## src/design/assembly_token_scanner_core_defines.svh

```systemverilog
// ----------------------------------------------------------------------------
// assembly token scanner assertion macros
// shared concurrent assertion forms, clocked on clk, quiet while in reset
// ----------------------------------------------------------------------------
`ifndef ASSEMBLY_TOKEN_SCANNER_CORE_DEFINES_SVH
`define ASSEMBLY_TOKEN_SCANNER_CORE_DEFINES_SVH

// same-cycle implication
`define ATS_ASSERT_NOW(label, ante, cons, msg) \
	label: assert property (@(posedge clk) disable iff (!arst_n) (ante) |-> (cons)) \
		else $error(msg);

// next-cycle implication
`define ATS_ASSERT_NEXT(label, ante, cons, msg) \
	label: assert property (@(posedge clk) disable iff (!arst_n) (ante) |=> (cons)) \
		else $error(msg);

`endif

```

## src/design/ats_pkg.sv

```systemverilog
// ----------------------------------------------------------------------------
// ats_pkg
// state codes, token kinds, result record and the scanner transition table
// ----------------------------------------------------------------------------
package ats_pkg;

	typedef logic [3:0] scan_state_t;

	localparam scan_state_t S_START    = 4'd0;
	localparam scan_state_t S_ID       = 4'd1;
	localparam scan_state_t S_LABEL    = 4'd2;
	localparam scan_state_t S_COMMA    = 4'd3;
	localparam scan_state_t S_LPAREN   = 4'd4;
	localparam scan_state_t S_RPAREN   = 4'd5;
	localparam scan_state_t S_ZERO     = 4'd6;
	localparam scan_state_t S_INT      = 4'd7;
	localparam scan_state_t S_DASH     = 4'd8;
	localparam scan_state_t S_ZEROHEX  = 4'd9;
	localparam scan_state_t S_HEXINT   = 4'd10;
	localparam scan_state_t S_DOLLAR   = 4'd11;
	localparam scan_state_t S_REGISTER = 4'd12;
	localparam scan_state_t S_WSPACE   = 4'd13;
	localparam scan_state_t S_COMMENT  = 4'd14;
	localparam scan_state_t S_NONE     = 4'd15;

	typedef logic [2:0] token_kind_t;

	localparam token_kind_t K_ID       = 3'd0;
	localparam token_kind_t K_LABEL    = 3'd1;
	localparam token_kind_t K_COMMA    = 3'd2;
	localparam token_kind_t K_LPAREN   = 3'd3;
	localparam token_kind_t K_RPAREN   = 3'd4;
	localparam token_kind_t K_INT      = 3'd5;
	localparam token_kind_t K_HEXINT   = 3'd6;
	localparam token_kind_t K_REGISTER = 3'd7;

	localparam int OUT_BITS   = 16;
	localparam int FIFO_DEPTH = 4;

	typedef logic [7:0] char_t;

	// control state handed between the state registers and the step logic
	typedef struct packed {
		scan_state_t state;
		logic        discarding;
	} scan_ctl_t;

	// one result word
	typedef struct packed {
		token_kind_t           kind;
		logic [OUT_BITS-1:0]   start;
		logic [OUT_BITS-1:0]   length;
		logic                  scan_error;
		logic                  run_last;
	} result_t;

	function automatic logic is_digit(input char_t c);
		return (c >= "0") && (c <= "9");
	endfunction

	function automatic logic is_alpha(input char_t c);
		return ((c >= "a") && (c <= "z")) || ((c >= "A") && (c <= "Z"));
	endfunction

	function automatic logic is_space(input char_t c);
		return (c == " ") || ((c >= 8'd9) && (c <= 8'd13));
	endfunction

	function automatic logic is_xdigit(input char_t c);
		return is_digit(c) || ((c >= "a") && (c <= "f")) || ((c >= "A") && (c <= "F"));
	endfunction

	// transition table, character range check is left to the caller
	function automatic scan_state_t next_state(input scan_state_t s, input char_t c);
		scan_state_t nx;
		nx = S_NONE;
		case (s)
			S_START: begin
				if (is_alpha(c))       nx = S_ID;
				else if (c == "0")     nx = S_ZERO;
				else if (is_digit(c))  nx = S_INT;
				else if (c == "-")     nx = S_DASH;
				else if (c == ";")     nx = S_COMMENT;
				else if (is_space(c))  nx = S_WSPACE;
				else if (c == "$")     nx = S_DOLLAR;
				else if (c == ",")     nx = S_COMMA;
				else if (c == "(")     nx = S_LPAREN;
				else if (c == ")")     nx = S_RPAREN;
			end
			S_ID: begin
				if (is_alpha(c) || is_digit(c)) nx = S_ID;
				else if (c == ":")              nx = S_LABEL;
			end
			S_ZERO: begin
				if (c == "x")         nx = S_ZEROHEX;
				else if (is_digit(c)) nx = S_INT;
			end
			S_ZEROHEX, S_HEXINT: begin
				if (is_xdigit(c)) nx = S_HEXINT;
			end
			S_DASH, S_INT: begin
				if (is_digit(c)) nx = S_INT;
			end
			S_COMMENT: begin
				if (c != 8'h0a) nx = S_COMMENT;
			end
			S_WSPACE: begin
				if (is_space(c)) nx = S_WSPACE;
			end
			S_DOLLAR, S_REGISTER: begin
				if (is_digit(c)) nx = S_REGISTER;
			end
			default: nx = S_NONE;
		endcase
		return nx;
	endfunction

	function automatic logic is_accepting(input scan_state_t s);
		return (s != S_START) && (s != S_DASH) && (s != S_ZEROHEX) &&
			(s != S_DOLLAR) && (s != S_NONE);
	endfunction

	// whitespace and comments produce no word
	function automatic logic is_dropped(input scan_state_t s);
		return (s == S_WSPACE) || (s == S_COMMENT);
	endfunction

	function automatic token_kind_t kind_of(input scan_state_t s);
		token_kind_t k;
		case (s)
			S_ID:          k = K_ID;
			S_LABEL:       k = K_LABEL;
			S_COMMA:       k = K_COMMA;
			S_LPAREN:      k = K_LPAREN;
			S_RPAREN:      k = K_RPAREN;
			S_ZERO, S_INT: k = K_INT;
			S_HEXINT:      k = K_HEXINT;
			default:       k = K_REGISTER;
		endcase
		return k;
	endfunction

endpackage

```

## src/design/assembly_token_scanner_core.sv

```systemverilog
// ----------------------------------------------------------------------------
// assembly_token_scanner_core
// longest-match token scanner for assembly text, one byte per word
// ----------------------------------------------------------------------------
// The block takes one byte of text per cycle on the slave stream (tlast marks
// the final byte of a text) and produces token words on the master stream:
// kind, start position and length, or an error word after which the rest of
// the text is dropped. A byte passes an input register, then table lookup and
// bookkeeping write up to two words into a four-word output queue that feeds
// the master port. Input is taken every cycle as long as the queue has room
// for two words; a byte that closes one token and fails or ends the text
// yields two words, and those are drained at one word per cycle by the master
// port while it is ready. Whitespace and comments give no words. Positions
// count from zero per text and saturate.
`include "assembly_token_scanner_core_defines.svh"

module assembly_token_scanner_core #(
	parameter int POSITION_BITS = 16,
	parameter int CHAR_CODES    = 256
) (
	input  logic        clk,
	input  logic        arst_n,
	input  logic        s_axis_tvalid,
	output logic        s_axis_tready,
	input  logic [7:0]  s_axis_tdata,   // text_byte
	input  logic        s_axis_tlast,   // end_of_text
	output logic        m_axis_tvalid,
	input  logic        m_axis_tready,
	output logic [31:0] m_axis_tdata,   // token_start, token_length
	output logic [3:0]  m_axis_tuser,   // token_kind, scan_error
	output logic        m_axis_tlast    // run_last
);
	import ats_pkg::*;

	logic                     valid_s1;
	char_t                    byte_s1;
	logic                     last_s1;
	logic                     advance;
	logic                     room;

	scan_ctl_t                ctl_q;
	logic [POSITION_BITS-1:0] start_q;
	logic [POSITION_BITS-1:0] length_q;
	logic [POSITION_BITS-1:0] pos_q;

	scan_ctl_t                nxt_ctl;
	logic [POSITION_BITS-1:0] nxt_start;
	logic [POSITION_BITS-1:0] nxt_length;
	logic [POSITION_BITS-1:0] nxt_pos;
	result_t                  res0;
	result_t                  res1;
	logic [1:0]               res_count;
	logic [1:0]               push_count;
	result_t                  out_word;

	assign advance       = valid_s1 && room;
	assign s_axis_tready = !valid_s1 || room;
	assign push_count    = advance ? res_count : 2'd0;

	// input register
	always_ff @(posedge clk or negedge arst_n) begin
		if (!arst_n) begin
			valid_s1 <= 1'b0;
		end else if (s_axis_tready) begin
			valid_s1 <= s_axis_tvalid;
		end
	end

	always_ff @(posedge clk) begin
		if (s_axis_tready && s_axis_tvalid) begin
			byte_s1 <= s_axis_tdata;
			last_s1 <= s_axis_tlast;
		end
	end

	// scanner state
	always_ff @(posedge clk or negedge arst_n) begin
		if (!arst_n) begin
			ctl_q    <= '{state: S_START, discarding: 1'b0};
			start_q  <= '0;
			length_q <= '0;
			pos_q    <= '0;
		end else if (advance) begin
			ctl_q    <= nxt_ctl;
			start_q  <= nxt_start;
			length_q <= nxt_length;
			pos_q    <= nxt_pos;
		end
	end

	ats_step #(
		.POSITION_BITS (POSITION_BITS),
		.CHAR_CODES    (CHAR_CODES)
	) u_step (
		.text_byte    (byte_s1),
		.end_of_text  (last_s1),
		.ctl          (ctl_q),
		.cur_start    (start_q),
		.cur_length   (length_q),
		.position     (pos_q),
		.nxt_ctl      (nxt_ctl),
		.nxt_start    (nxt_start),
		.nxt_length   (nxt_length),
		.nxt_position (nxt_pos),
		.res0         (res0),
		.res1         (res1),
		.res_count    (res_count)
	);

	ats_out_fifo u_out (
		.clk        (clk),
		.arst_n     (arst_n),
		.push_count (push_count),
		.push0      (res0),
		.push1      (res1),
		.room       (room),
		.out_valid  (m_axis_tvalid),
		.out_ready  (m_axis_tready),
		.out_word   (out_word)
	);

	// output word packing
	assign m_axis_tdata = {out_word.length, out_word.start};
	assign m_axis_tuser = {out_word.scan_error, out_word.kind};
	assign m_axis_tlast = out_word.run_last;

	`ATS_ASSERT_NOW(a_discard_quiet, advance && ctl_q.discarding && !last_s1, res_count == 2'd0, "word produced while discarding")
	`ATS_ASSERT_NOW(a_pair_order, res_count == 2'd2, !res0.scan_error && res1.run_last && !res0.run_last, "bad order in a word pair")
	`ATS_ASSERT_NEXT(a_text_restart, advance && last_s1, ctl_q.state == S_START && !ctl_q.discarding && pos_q == '0, "state not cleared after end of text")

endmodule

```

## src/design/ats_step.sv

```systemverilog
// ----------------------------------------------------------------------------
// ats_step
// one byte of scanner work: next state, token bookkeeping and up to two results
// ----------------------------------------------------------------------------
module ats_step #(
	parameter int POSITION_BITS = 16,
	parameter int CHAR_CODES    = 256
) (
	input  ats_pkg::char_t                text_byte,
	input  logic                          end_of_text,
	input  ats_pkg::scan_ctl_t            ctl,
	input  logic [POSITION_BITS-1:0]      cur_start,
	input  logic [POSITION_BITS-1:0]      cur_length,
	input  logic [POSITION_BITS-1:0]      position,
	output ats_pkg::scan_ctl_t            nxt_ctl,
	output logic [POSITION_BITS-1:0]      nxt_start,
	output logic [POSITION_BITS-1:0]      nxt_length,
	output logic [POSITION_BITS-1:0]      nxt_position,
	output ats_pkg::result_t              res0,
	output ats_pkg::result_t              res1,
	output logic [1:0]                    res_count
);
	import ats_pkg::*;

	localparam logic [POSITION_BITS-1:0] POS_MAX   = '1;
	localparam logic [POSITION_BITS-1:0] CLAMP_LIM = POSITION_BITS'(17'h0ffff);

	function automatic logic [POSITION_BITS-1:0] sat_inc(input logic [POSITION_BITS-1:0] v);
		return (v == POS_MAX) ? v : v + 1'b1;
	endfunction

	function automatic logic [OUT_BITS-1:0] clamp_out(input logic [POSITION_BITS-1:0] v);
		return (v > CLAMP_LIM) ? {OUT_BITS{1'b1}} : OUT_BITS'(v);
	endfunction

	logic                     in_range;
	scan_state_t              nx0;
	scan_state_t              nx;
	scan_state_t              s_eff;
	logic [POSITION_BITS-1:0] base_start;
	logic [POSITION_BITS-1:0] base_length;
	result_t                  r_a;
	result_t                  r_b;
	logic                     va;
	logic                     vb;

	// bytes at or above the character range fail everywhere
	assign in_range = {1'b0, text_byte} < 9'(CHAR_CODES);

	// token scan for one byte
	always_comb begin
		nxt_ctl     = ctl;
		nxt_start   = cur_start;
		nxt_length  = cur_length;
		nx0         = S_NONE;
		nx          = S_NONE;
		s_eff       = ctl.state;
		base_start  = cur_start;
		base_length = cur_length;
		r_a         = '0;
		r_b         = '0;
		va          = 1'b0;
		vb          = 1'b0;
		if (!ctl.discarding) begin
			nx0 = in_range ? next_state(ctl.state, text_byte) : S_NONE;
			nx  = nx0;
			// byte ends an accepted token, then restarts from start
			if ((nx0 == S_NONE) && is_accepting(ctl.state)) begin
				if (!is_dropped(ctl.state)) begin
					va         = 1'b1;
					r_a.kind   = kind_of(ctl.state);
					r_a.start  = clamp_out(cur_start);
					r_a.length = clamp_out(cur_length);
				end
				s_eff = S_START;
				nx    = in_range ? next_state(S_START, text_byte) : S_NONE;
			end
			if (nx == S_NONE) begin
				// no way forward: error word and drop the rest of the text
				vb             = 1'b1;
				r_b.kind       = K_ID;
				r_b.scan_error = 1'b1;
				if (s_eff == S_START) begin
					r_b.start  = clamp_out(position);
					r_b.length = OUT_BITS'(1);
				end else begin
					r_b.start  = clamp_out(cur_start);
					r_b.length = clamp_out(sat_inc(cur_length));
				end
				nxt_ctl.discarding = 1'b1;
			end else begin
				if (s_eff == S_START) begin
					base_start  = position;
					base_length = '0;
				end
				nxt_start     = base_start;
				nxt_length    = sat_inc(base_length);
				nxt_ctl.state = nx;
				// end of text flushes the open token
				if (end_of_text) begin
					if (is_accepting(nx)) begin
						if (!is_dropped(nx)) begin
							vb         = 1'b1;
							r_b.kind   = kind_of(nx);
							r_b.start  = clamp_out(base_start);
							r_b.length = clamp_out(sat_inc(base_length));
						end
					end else begin
						vb             = 1'b1;
						r_b.kind       = K_ID;
						r_b.scan_error = 1'b1;
						r_b.start      = clamp_out(base_start);
						r_b.length     = clamp_out(sat_inc(base_length));
					end
				end
			end
		end
		// end of text returns everything to reset values
		if (end_of_text) begin
			nxt_ctl.state      = S_START;
			nxt_ctl.discarding = 1'b0;
			nxt_start          = '0;
			nxt_length         = '0;
			nxt_position       = '0;
		end else begin
			nxt_position = sat_inc(position);
		end
	end

	// pack the results in order and mark the last one
	always_comb begin
		if (va) begin
			res0      = r_a;
			res1      = r_b;
			res_count = vb ? 2'd2 : 2'd1;
		end else begin
			res0      = r_b;
			res1      = r_b;
			res_count = vb ? 2'd1 : 2'd0;
		end
		res0.run_last = (res_count == 2'd1);
		res1.run_last = (res_count == 2'd2);
	end

endmodule

```

## src/design/ats_out_fifo.sv

```systemverilog
// ----------------------------------------------------------------------------
// ats_out_fifo
// four-word result queue, takes up to two words per cycle while it has room for two, gives one when read
// ----------------------------------------------------------------------------
`include "assembly_token_scanner_core_defines.svh"

module ats_out_fifo (
	input  logic             clk,
	input  logic             arst_n,
	input  logic [1:0]       push_count,
	input  ats_pkg::result_t push0,
	input  ats_pkg::result_t push1,
	output logic             room,
	output logic             out_valid,
	input  logic             out_ready,
	output ats_pkg::result_t out_word
);
	import ats_pkg::*;

	localparam int PW = $clog2(FIFO_DEPTH);
	localparam int CW = $clog2(FIFO_DEPTH + 1);

	result_t         slot_q [FIFO_DEPTH];
	logic [PW-1:0]   wr_q;
	logic [PW-1:0]   rd_q;
	logic [CW-1:0]   count_q;
	logic            pop;
	logic [PW-1:0]   wr_next;

	assign pop       = out_valid && out_ready;
	assign out_valid = (count_q != '0);
	assign out_word  = slot_q[rd_q];
	// room for two words regardless of the read side
	assign room      = count_q <= CW'(FIFO_DEPTH - 2);
	assign wr_next   = wr_q + 1'b1;

	// word storage
	always_ff @(posedge clk) begin
		if (push_count != 2'd0) slot_q[wr_q] <= push0;
		if (push_count == 2'd2) slot_q[wr_next] <= push1;
	end

	// pointers and fill count
	always_ff @(posedge clk or negedge arst_n) begin
		if (!arst_n) begin
			wr_q    <= '0;
			rd_q    <= '0;
			count_q <= '0;
		end else begin
			wr_q    <= wr_q + PW'(push_count);
			rd_q    <= rd_q + PW'(pop);
			count_q <= count_q + CW'(push_count) - CW'(pop);
		end
	end

	`ATS_ASSERT_NOW(a_fifo_bound, 1'b1, count_q <= CW'(FIFO_DEPTH), "result queue overfilled")
	`ATS_ASSERT_NOW(a_fifo_push_room, push_count != 2'd0, room, "push into a full result queue")

endmodule

```

## config.mk

```make
export PLATFORM = sky130hd
export DESIGN_NAME = assembly_token_scanner_core
export DESIGN_NICKNAME = d
export VERILOG_FILES = /design/src/design/ats_pkg.sv /design/src/design/assembly_token_scanner_core.sv /design/src/design/ats_step.sv /design/src/design/ats_out_fifo.sv
export VERILOG_INCLUDE_DIRS = /design/src /design/src/design
export SDC_FILE = /design/constraint.sdc
export NUM_CORES = 1
export LEC_CHECK = 0
export BUFFER_PORTS_ARGS = -buffer_cell sky130_fd_sc_hd__buf_2
export CAP_MARGIN = 40
export CORE_MARGIN = 8
export CORE_UTILIZATION = 55
export DETAILED_ROUTE_END_ITERATION = 10
export PLACE_DENSITY_LB_ADDON = 0.2
export SYNTH_ARGS = -nofsm -noshare
export SYNTH_HDL_FRONTEND = slang
export SYNTH_SLANG_ARGS = --single-unit
```

## constraint.sdc

```tcl
create_clock -name clk -period 7 [get_ports clk]
set_input_delay 0.35 -clock clk [delete_from_list [all_inputs] [get_ports clk]]
set_output_delay 0.35 -clock clk [all_outputs]
set_load 0.03 [all_outputs]
```

Yosys cells after proc, flatten, opt, wreduce, memory -nomap -nowiden --
Memory sizes are Yosys's and may differ from the RTL's. Cells that the tools add are included.
Word-level totals: bits in registers 70, memory bits (writable) 148, memory bits (read-only) 96, output and inout port bits 39, word-level logic and storage cells 196, memories 3
Operators by class: add/subtract/negate cells 8, $lt $le $gt $ge 17, equal/unequal tests 42, mux-type cells 77, reduce and logical (&&, ||, !) cells 38
Memories:
- u_out.slot_q | words 4, bits a word 37, rd ports 1, clocked after memory_dff 0, write ports 2, RTL line ats_out_fifo.sv:23 | result_t slot_q [FIFO_DEPTH];
- (no name shown) | words 16, bits a word 3, rd ports 1, clocked after memory_dff 0, write ports 0, RTL line ats_pkg.sv:130 | case (s)
- (no name shown) | words 16, bits a word 3, rd ports 1, clocked after memory_dff 0, write ports 0, RTL line ats_pkg.sv:130
Operator list (count):
- $mux W16 | 22
- $mux W35 | 5
- $mux W36 | 3
- $gt A16 B16 Y1 const B | 6
- $mux W4 | 20
- $eq A8 B6 Y1 const B | 9
- $add A16 B1 Y16 const B | 3
- $eq A16 B16 Y1 const B | 3
- $eq A4 B4 Y1 const B | 11
- $mux W37 | 1
- $le A8 B7 Y1 const B | 4
- $mux W32 | 1
- $ne A4 B4 Y1 const B | 8
- $pmux W4 S8 | 1
- $logic_and A1 B1 Y1 | 18
- $ge A8 B7 Y1 const B | 2
- $mux W1 | 16
- $mux W2 | 5
- $mux W5 | 2
- $eq A4 B3 Y1 const B | 2
- $eq A8 B7 Y1 const B | 1
- $ge A8 B4 Y1 const B | 1
- $ge A8 B6 Y1 const B | 1
- $le A8 B4 Y1 const B | 1
- other kinds (22) | 36

Depth between registers and ports, before layout --
Gate-level depths: netlist (run 1).
depth after elaboration 32, mapped depth 25, mapped depth without buffers 23

Cells and area by module --
Synthesis (run 1) repeated with hierarchy kept, for this count alone.
Second synthesis, totals: cell total of the unflattened synthesis 1182, area, all modules 14159.8 µm²
By module, submodules not included:
- ats_out_fifo | instances 1, cells an instance 398, area an instance 7925.1 µm², seq. area each 4619.4 µm²
- ats_step | instances 1, cells an instance 657, area an instance 3886.2 µm², seq. area each 0.0 µm²
- assembly_token_scanner_core | instances 1, cells an instance 127, area an instance 2348.5 µm², seq. area each 1621.6 µm²

Worst setup path after synthesis (run 1) --
OpenSTA, ideal clock, no wires.
path kind register to register, from register ctl_q[1] in the netlist's numbering, to memory u_out.slot_q[2][0] in the netlist's numbering (enable), setup time 432 ps, arrival 5768 ps, required time 6568 ps, path slack 800 ps, stages on the path, launching flop included 21, path buffers 1, path through dfrtp_1 inv_1 ha_1 clkbuf_1 nand2_1 a2111oi_2 nor4_4 nor3b_4 o21ai_2 o22ai_1 inv_1 ha_1 or3_1 o31a_1 and3_4 nor2_1 ha_1 inv_1 nand2_1 o22a_1 nor2_1
RTL lines:
- start, declared | RTL line assembly_token_scanner_core.sv:41 | scan_ctl_t ctl_q;
- start signal, assigned | RTL line assembly_token_scanner_core.sv:79 | ctl_q <= '{state: S_START, discarding: 1'b0};
- start signal, assigned | RTL line assembly_token_scanner_core.sv:84 | ctl_q <= nxt_ctl;
- end, declared | RTL line ats_out_fifo.sv:23

==> flow_metrics.tcl, run 1 <==
set metrics [dict create \
    synth_area_um2 12400 \
    synth_top_family_by_area "compound AO/OA/AOI/OAI gates" \
    io_buffers 51 \
    synthAdderAreaFrac_pct 2.39 \
    dp.cells 1345 \
    hold_depth 1 \
    rows 55 \
    wl_per_cell_um 23.3 \
    ant_nets 0 \
    worstPathMaxFanout 16 \
    insertion_delay_ns 0.52 \
    timing.max_cap.violations 0 \
    clock_path_buffers 3 \
    fmax_ghz 0.155 \
    path_class "reg2reg" \
    synth_edf_count 157 \
    grt_pass1_wl_um 52000 \
    cts_buffers 25 \
    cts_resized 0 \
    crit_top_cell "ha_1" \
    gp_congestion 0.928 \
    worst_hold_path_type "in2reg" \
    fin_util_pct 61.5 \
    multi_input_area_um2 5630 \
    track_usage_pct 23.4 \
    fin_ws_ns 0.540 \
    start_util_pct 55.3 \
    period_share_pct 92.3 \
    die_area_um2 27600 \
    hpwl_um 21800 \
    fin_crit_ns 6.46 \
    fp.dieW_um 166 \
    finalNetCount 1132 \
    synthFlopType "edfxtp_1" \
    clk_pin_slew_ns 0.06 \
    dpl_worst_slack_ns 0.413 \
    async_reset_ff_share_pct 28.0 \
    drt_pass1_iterations 6 \
    finClkSkew_ns 0.0125 \
    yosys.area_share.simple_pct 14.4 \
    reg2reg_slack_ns 0.54 \
    synth_top_cell_area_share_pct 38.1 \
    synthCells 1076 \
    h-tree-depth 1 \
    setup_viol 0 \
    fillers 1725 \
    via_count 9410 \
    r2r_start "ctl_q[2]$_DFFE_PN0P_" \
    grt_pass1_vias 9189 \
    relSlewSlack_pct 36.7 \
    synth.top_cells.by_area "edfxtp_1 38%, dfrtp_1 12%, mux4_2 6.7%" \
    synth_nets 1112 \
    synth-xor-area-share_pct 2.19 \
    run_status "finished clean" \
    antenna_found_initial 0 \
    ys_seq_area_share_pct 50.4 \
    rsz0062_at_grt "false" \
    fin_cells 1399 \
    drtIter0Drc 1114 \
    hold-worst-slack_ns 0.0144 \
    slowest_stage "or3b_2" \
    drive_gt1_share_pct 17.9 \
    seqCellArea_um2 6240 \
    r2r-end "u_out.slot_q[1][28]$_DFFE_PP_" \
    overflow 0 \
    die_h_um 166 \
    io_pins 52 \
    path_cells "inv_1 > ha_1 > or3b_2 > a211oi_1 > or4_4 > nor3b_4 > o21ai_2 > o22ai_1 > inv_1 > ha_1 > or3_1 > o31a_1 > and3_4 > nor2_1 > ha_1 > nor2b_1 > nand2_1 > o31ai_1 > buf_4 > nand3_2 > a32o_1" \
    core-area_um2 22400 \
    synth_top_area_cell "edfxtp_1" \
    synth_cell_types 87 \
    routed_wl_um 32600 \
    cts_tree "built" \
    holdPathEnd "byte_s1[1]$_DFFE_PP_" \
    synth_warnings 0 \
    fin_setup_tns_ns 0 \
    reg2reg_depth 21 \
    ir_worst_vdd_mv 0.294 \
    slew_violations 0 \
    hp-start "s_axis_tdata[1]" \
    powerDensity_nw_per_um2 514 \
    critPathCaptureType "flip-flop" \
    final_hold_viol_count 0 \
    cp.arrival_ns 6.73 \
    root_buffer "clkbuf_16" \
    syn_to_final_growth_pct 11.2 \
    grt_max_degree 67 \
    drc_errors 0 \
    required_ns 7.27 \
    vias_per_cell 6.73 \
    p_leak_nw 5.18 \
    start_kind "flip-flop" \
    muxShareOfSynthArea_pct 7.63 \
    avgSynthCellArea_um2 11.5 \
    n_antenna_cell 0 \
    slowest_delay_ns 0.49 \
    tightest_slew_ns 0.941 \
    synth-compound-area-share_pct 18.6 \
    yosys_register_bits 218 \
    cts_sinks 218 \
]
## metal layers
metal  vias up  track usage (%)  wire length, µm  share of wire, %
met5         -                0                0                 0
met1      4624             32.0            13900                42
met2       463             37.9            15100                46
met3        71             3.30             2600               8.0
li1       4252                -                -                 -
met4         0             8.10             1110               3.4
## power by group
part	switching (mW)	internal [mW]	leakage, nW
combinational	2.67	1.21	2.49
clock	0.517	0.801	0.416
sequential	0.210	1.67	2.28
total	3.40	3.68	5.18
## critical path: cells and delay by family, from the launching register on
kind / cells / cell delay (ns)
compound gates: 6 / 1.89
fa+ha+maj: 3 / 0.87
buf+inv: 3 / 0.51
flops: 1 / 0.45
simple gates: 9 / 2.47
## state kept, by name, summed over array words and instances (netlist names)
register	flops
u_out.slot_q	148
ctl_q	5
u_out.count_q	3
pos_q	16
last_s1	1
length_q	16
u_out.wr_q	2
u_out.rd_q	2
start_q	16
valid_s1	1
byte_s1	8
## cell usage after synthesis, types with 5 or more instances
master and n:
a2111oi_0 5, a211oi_1 6, a21o_1 9, a21oi_1 29
a221o_1 7, a22o_1 26, a22oi_1 6, a31oi_1 16
a32o_1 68, and2_1 8, and3_1 16, buf_1 11
buf_2 17, buf_6 9, clkbuf_1 52, dfrtp_1 61
edfxtp_1 157, ha_1 22, inv_1 28, mux2i_1 10
mux4_2 37, nand2_1 110, nand2b_1 13, nand3_1 43
nand4_1 13, nor2_1 67, nor2b_1 9, nor3_1 20
o21ai_0 44, o22ai_1 8, o31ai_1 10, or2_2 6
or3_1 15, xnor2_1 16, xor2_1 15
## cells by family (layout without fill, tap and decap cells)
kind of cell,count (synthesis),count (layout)
AND/OR/NAND/NOR,347,347
AO/OA/AOI/OAI,290,290
flip-flops,218,218
buffers and inverters,119,157
multiplexers,48,48
XOR/XNOR,31,31
adder cells (fa/ha/maj),23,23
## worst max-delay path by stage
stage	start	to	slack (ns)	cells after the start
floorplan	ctl_q[1]$_DFFE_PN0P_	u_out.slot_q[2][0]$_DFFE_PP_	0.80	20
global placement	ctl_q[1]$_DFFE_PN0P_	u_out.slot_q[3][22]$_DFFE_PP_	0.73	21
detailed placement	ctl_q[1]$_DFFE_PN0P_	u_out.slot_q[3][18]$_DFFE_PP_	0.41	21
CTS	ctl_q[2]$_DFFE_PN0P_	u_out.slot_q[3][18]$_DFFE_PP_	0.36	21
global route	ctl_q[2]$_DFFE_PN0P_	u_out.slot_q[1][30]$_DFFE_PP_	0.19	21
finish	ctl_q[2]$_DFFE_PN0P_	u_out.slot_q[1][28]$_DFFE_PP_	0.54	21
## metrics by stage
step	cell area (µm²)	total power, mW
2_1_floorplan	12400	4.58
3_3_place_gp	12700	5.59
3_5_place_dp	12800	5.67
4_1_cts	13700	7.00
5_1_grt	13800	7.42
6_report	13800	7.08
## what timing repair did
item / CTS / global route
setup buffers: 0 / 1
setup endpoints to repair: 0 / 16
hold buffers: 8 / 0
endpoints found under the hold margin: 28 / 0
## area by class of cell
cell class,instances,share of cell area (%)
clock buffers,35,5.33
repair buffers,83,4.31
flip-flops and latches,218,45.4
well taps,285,2.59
inverters,29,0.791
clock inverters,10,0.754
multi-input cells,739,40.9
## cells in the final DEF (no fill, tap or decap), types with 22 or more instances in the layout
| cell | n |
|---|---|
| dfrtp_1 | 59 |
| nand2_1 | 109 |
| ha_1 | 22 |
| a21oi_1 | 29 |
| inv_1 | 28 |
| a32o_1 | 68 |
| nand3_1 | 43 |
| o21ai_0 | 44 |
| edfxtp_1 | 157 |
| clkbuf_16 | 25 |
| nor2_1 | 64 |
| mux4_2 | 37 |
| a22o_1 | 26 |
| buf_2 | 51 |
(Power assumes the default switching activity.)
==> inputs of run 2 (changes only) <==
==> constraint.sdc (replaced) <==
create_clock -name clk -period 7 [get_ports clk]
set_input_delay 0.7 -clock clk [delete_from_list [all_inputs] [get_ports clk]]
set_output_delay 0.7 -clock clk [all_outputs]
set_load 0.03 [all_outputs]
==> flow_metrics.tcl, run 2 (same netlist as run 1, synthesis figures left out) <==
set metrics [dict create \
    relSlewSlack_pct 39.0 \
    slowest_delay_ns 0.59 \
    slew_violations 0 \
    hold_buffers 0 \
    cts_tree "built" \
    antenna_found_initial 0 \
    multi_input_area_um2 5630 \
    start_kind "flip-flop" \
    cts_buffers 25 \
    routed_wl_um 32500 \
    layout_commonest_cell "edfxtp_1" \
    r2r-end "u_out.slot_q[1][28]$_DFFE_PP_" \
    largest_reg_flops 148 \
    start_util_pct 55.3 \
    grt_max_degree 67 \
    track_usage_pct 23.3 \
    die_h_um 166 \
    path_class "reg2reg" \
    die_area_um2 27600 \
    seqCellArea_um2 6240 \
    tightest_slew_ns 0.907 \
    fmax_ghz 0.156 \
    layout_common_cells "157 x edfxtp_1, 109 x nand2_1, 68 x a32o_1, 64 x nor2_1, 59 x dfrtp_1" \
    required_ns 7.27 \
    reg2reg_slack_ns 0.59 \
    hpwl_um 21800 \
    rows 55 \
    final_hold_viol_count 0 \
    critPathCaptureType "flip-flop" \
    p_leak_nw 5.15 \
    period_share_pct 91.6 \
    finClkSkew_ns 0.0117 \
    wl_per_cell_um 23.3 \
    fin_setup_tns_ns 0 \
    slowest_stage "or4_4" \
    r2r_start "ctl_q[1]$_DFFE_PN0P_" \
    drc_errors 0 \
    via_count 9378 \
    cts_sinks 218 \
    root_buffer "clkbuf_16" \
    grt_pass1_wl_um 51700 \
    setup_viol 0 \
    crit_top_cell "ha_1" \
    fp.dieW_um 166 \
    regMostFlops "u_out.slot_q" \
    clk_pin_slew_ns 0.06 \
    cp.arrival_ns 6.68 \
    grt_pass1_vias 9136 \
    worstPathMaxFanout 16 \
    ir_worst_vdd_mv 0.291 \
    fin_cells 1391 \
    ant_nets 0 \
    timing.max_cap.violations 0 \
    drt_pass1_iterations 6 \
    h-tree-depth 1 \
    clock_path_buffers 3 \
    gp_congestion 0.928 \
    vias_per_cell 6.74 \
    reg2reg_depth 21 \
    powerDensity_nw_per_um2 516 \
    core-area_um2 22400 \
    fillers 1738 \
    syn_to_final_growth_pct 10.6 \
    insertion_delay_ns 0.52 \
    path_cells "inv_1 > ha_1 > nor2_1 > a221oi_1 > o22ai_1 > or4_4 > nor3b_4 > o21ai_2 > o22ai_1 > ha_1 > or3_1 > o31a_1 > and3_4 > nor2_1 > ha_1 > nor2b_1 > nand2_1 > o31ai_1 > buf_4 > nand3_2 > a32o_1" \
    n_antenna_cell 0 \
    drtIter0Drc 1078 \
    finalNetCount 1124 \
    io_pins 52 \
    drive_gt1_share_pct 18.0 \
    cts_resized 0 \
    io_buffers 51 \
    fin_crit_ns 6.41 \
    rsz0062_at_grt "false" \
    overflow 0 \
    dp.cells 1345 \
    worst_hold_path_type "in2async" \
    run_status "finished clean" \
]
run 2: metal layers:
metal  wire, µm  track usage (%)  vias up
met5          0                0        -
met4       1060             8.10        0
met3       2720             3.26       67
met2      14900             37.6      490
met1      13800             31.9     4589
li1           -                -     4232
run 2: timing repair:
item                       CTS  global route
hold endpoints to repair     0             0
setup endpoints to repair    0            16
buffers inserted             0             1
run 2: stage by stage:
step	power [mW]	cell area (µm²)	hold slack, ns	utilization [%]	worst slack [ns]
finish	7.07	13700	0.174	61.2	0.586
CTS	7.00	13700	0.169	61.1	0.360
global placement	5.59	12700	0.480	57.0	0.727
global route	7.42	13700	0.187	61.2	0.186
detailed placement	5.67	12800	0.480	57.4	0.413
floorplan	4.58	12400	0.404	-	0.800
run 2: worst max-delay path: cells and delay by family, from the launching register on:
kind,cells,cell delay [ns]
fa+ha+maj,3,0.95
compound gates,7,1.93
simple gates,9,2.42
flops,1,0.43
buf+inv,2,0.40
run 2: layout make-up:
class	instances	share of cell area [%]
repair buffers	75	3.75
well taps	285	2.61
multi-input cells	739	41.1
clock inverters	10	0.759
clock buffers	35	5.36
inverters	29	0.795
flip-flops and latches	218	45.6
run 2: how the worst max path moves through the flow:
stage,startpoint,end,slack [ns],cells past startpoint
5_1_grt,ctl_q[2]$_DFFE_PN0P_,u_out.slot_q[1][30]$_DFFE_PP_,0.19,21
2_1_floorplan,ctl_q[1]$_DFFE_PN0P_,u_out.slot_q[2][0]$_DFFE_PP_,0.80,20
3_5_place_dp,ctl_q[1]$_DFFE_PN0P_,u_out.slot_q[3][18]$_DFFE_PP_,0.41,21
3_3_place_gp,ctl_q[1]$_DFFE_PN0P_,u_out.slot_q[3][22]$_DFFE_PP_,0.73,21
4_1_cts,ctl_q[2]$_DFFE_PN0P_,u_out.slot_q[3][18]$_DFFE_PP_,0.36,21
6_report,ctl_q[1]$_DFFE_PN0P_,u_out.slot_q[1][28]$_DFFE_PP_,0.59,21
run 2: report_power, final:
part           internal, mW  leakage [nW]  switching, mW
clock network         0.801         0.416          0.516
registers              1.67          2.28          0.208
logic                  1.21          2.46           2.67
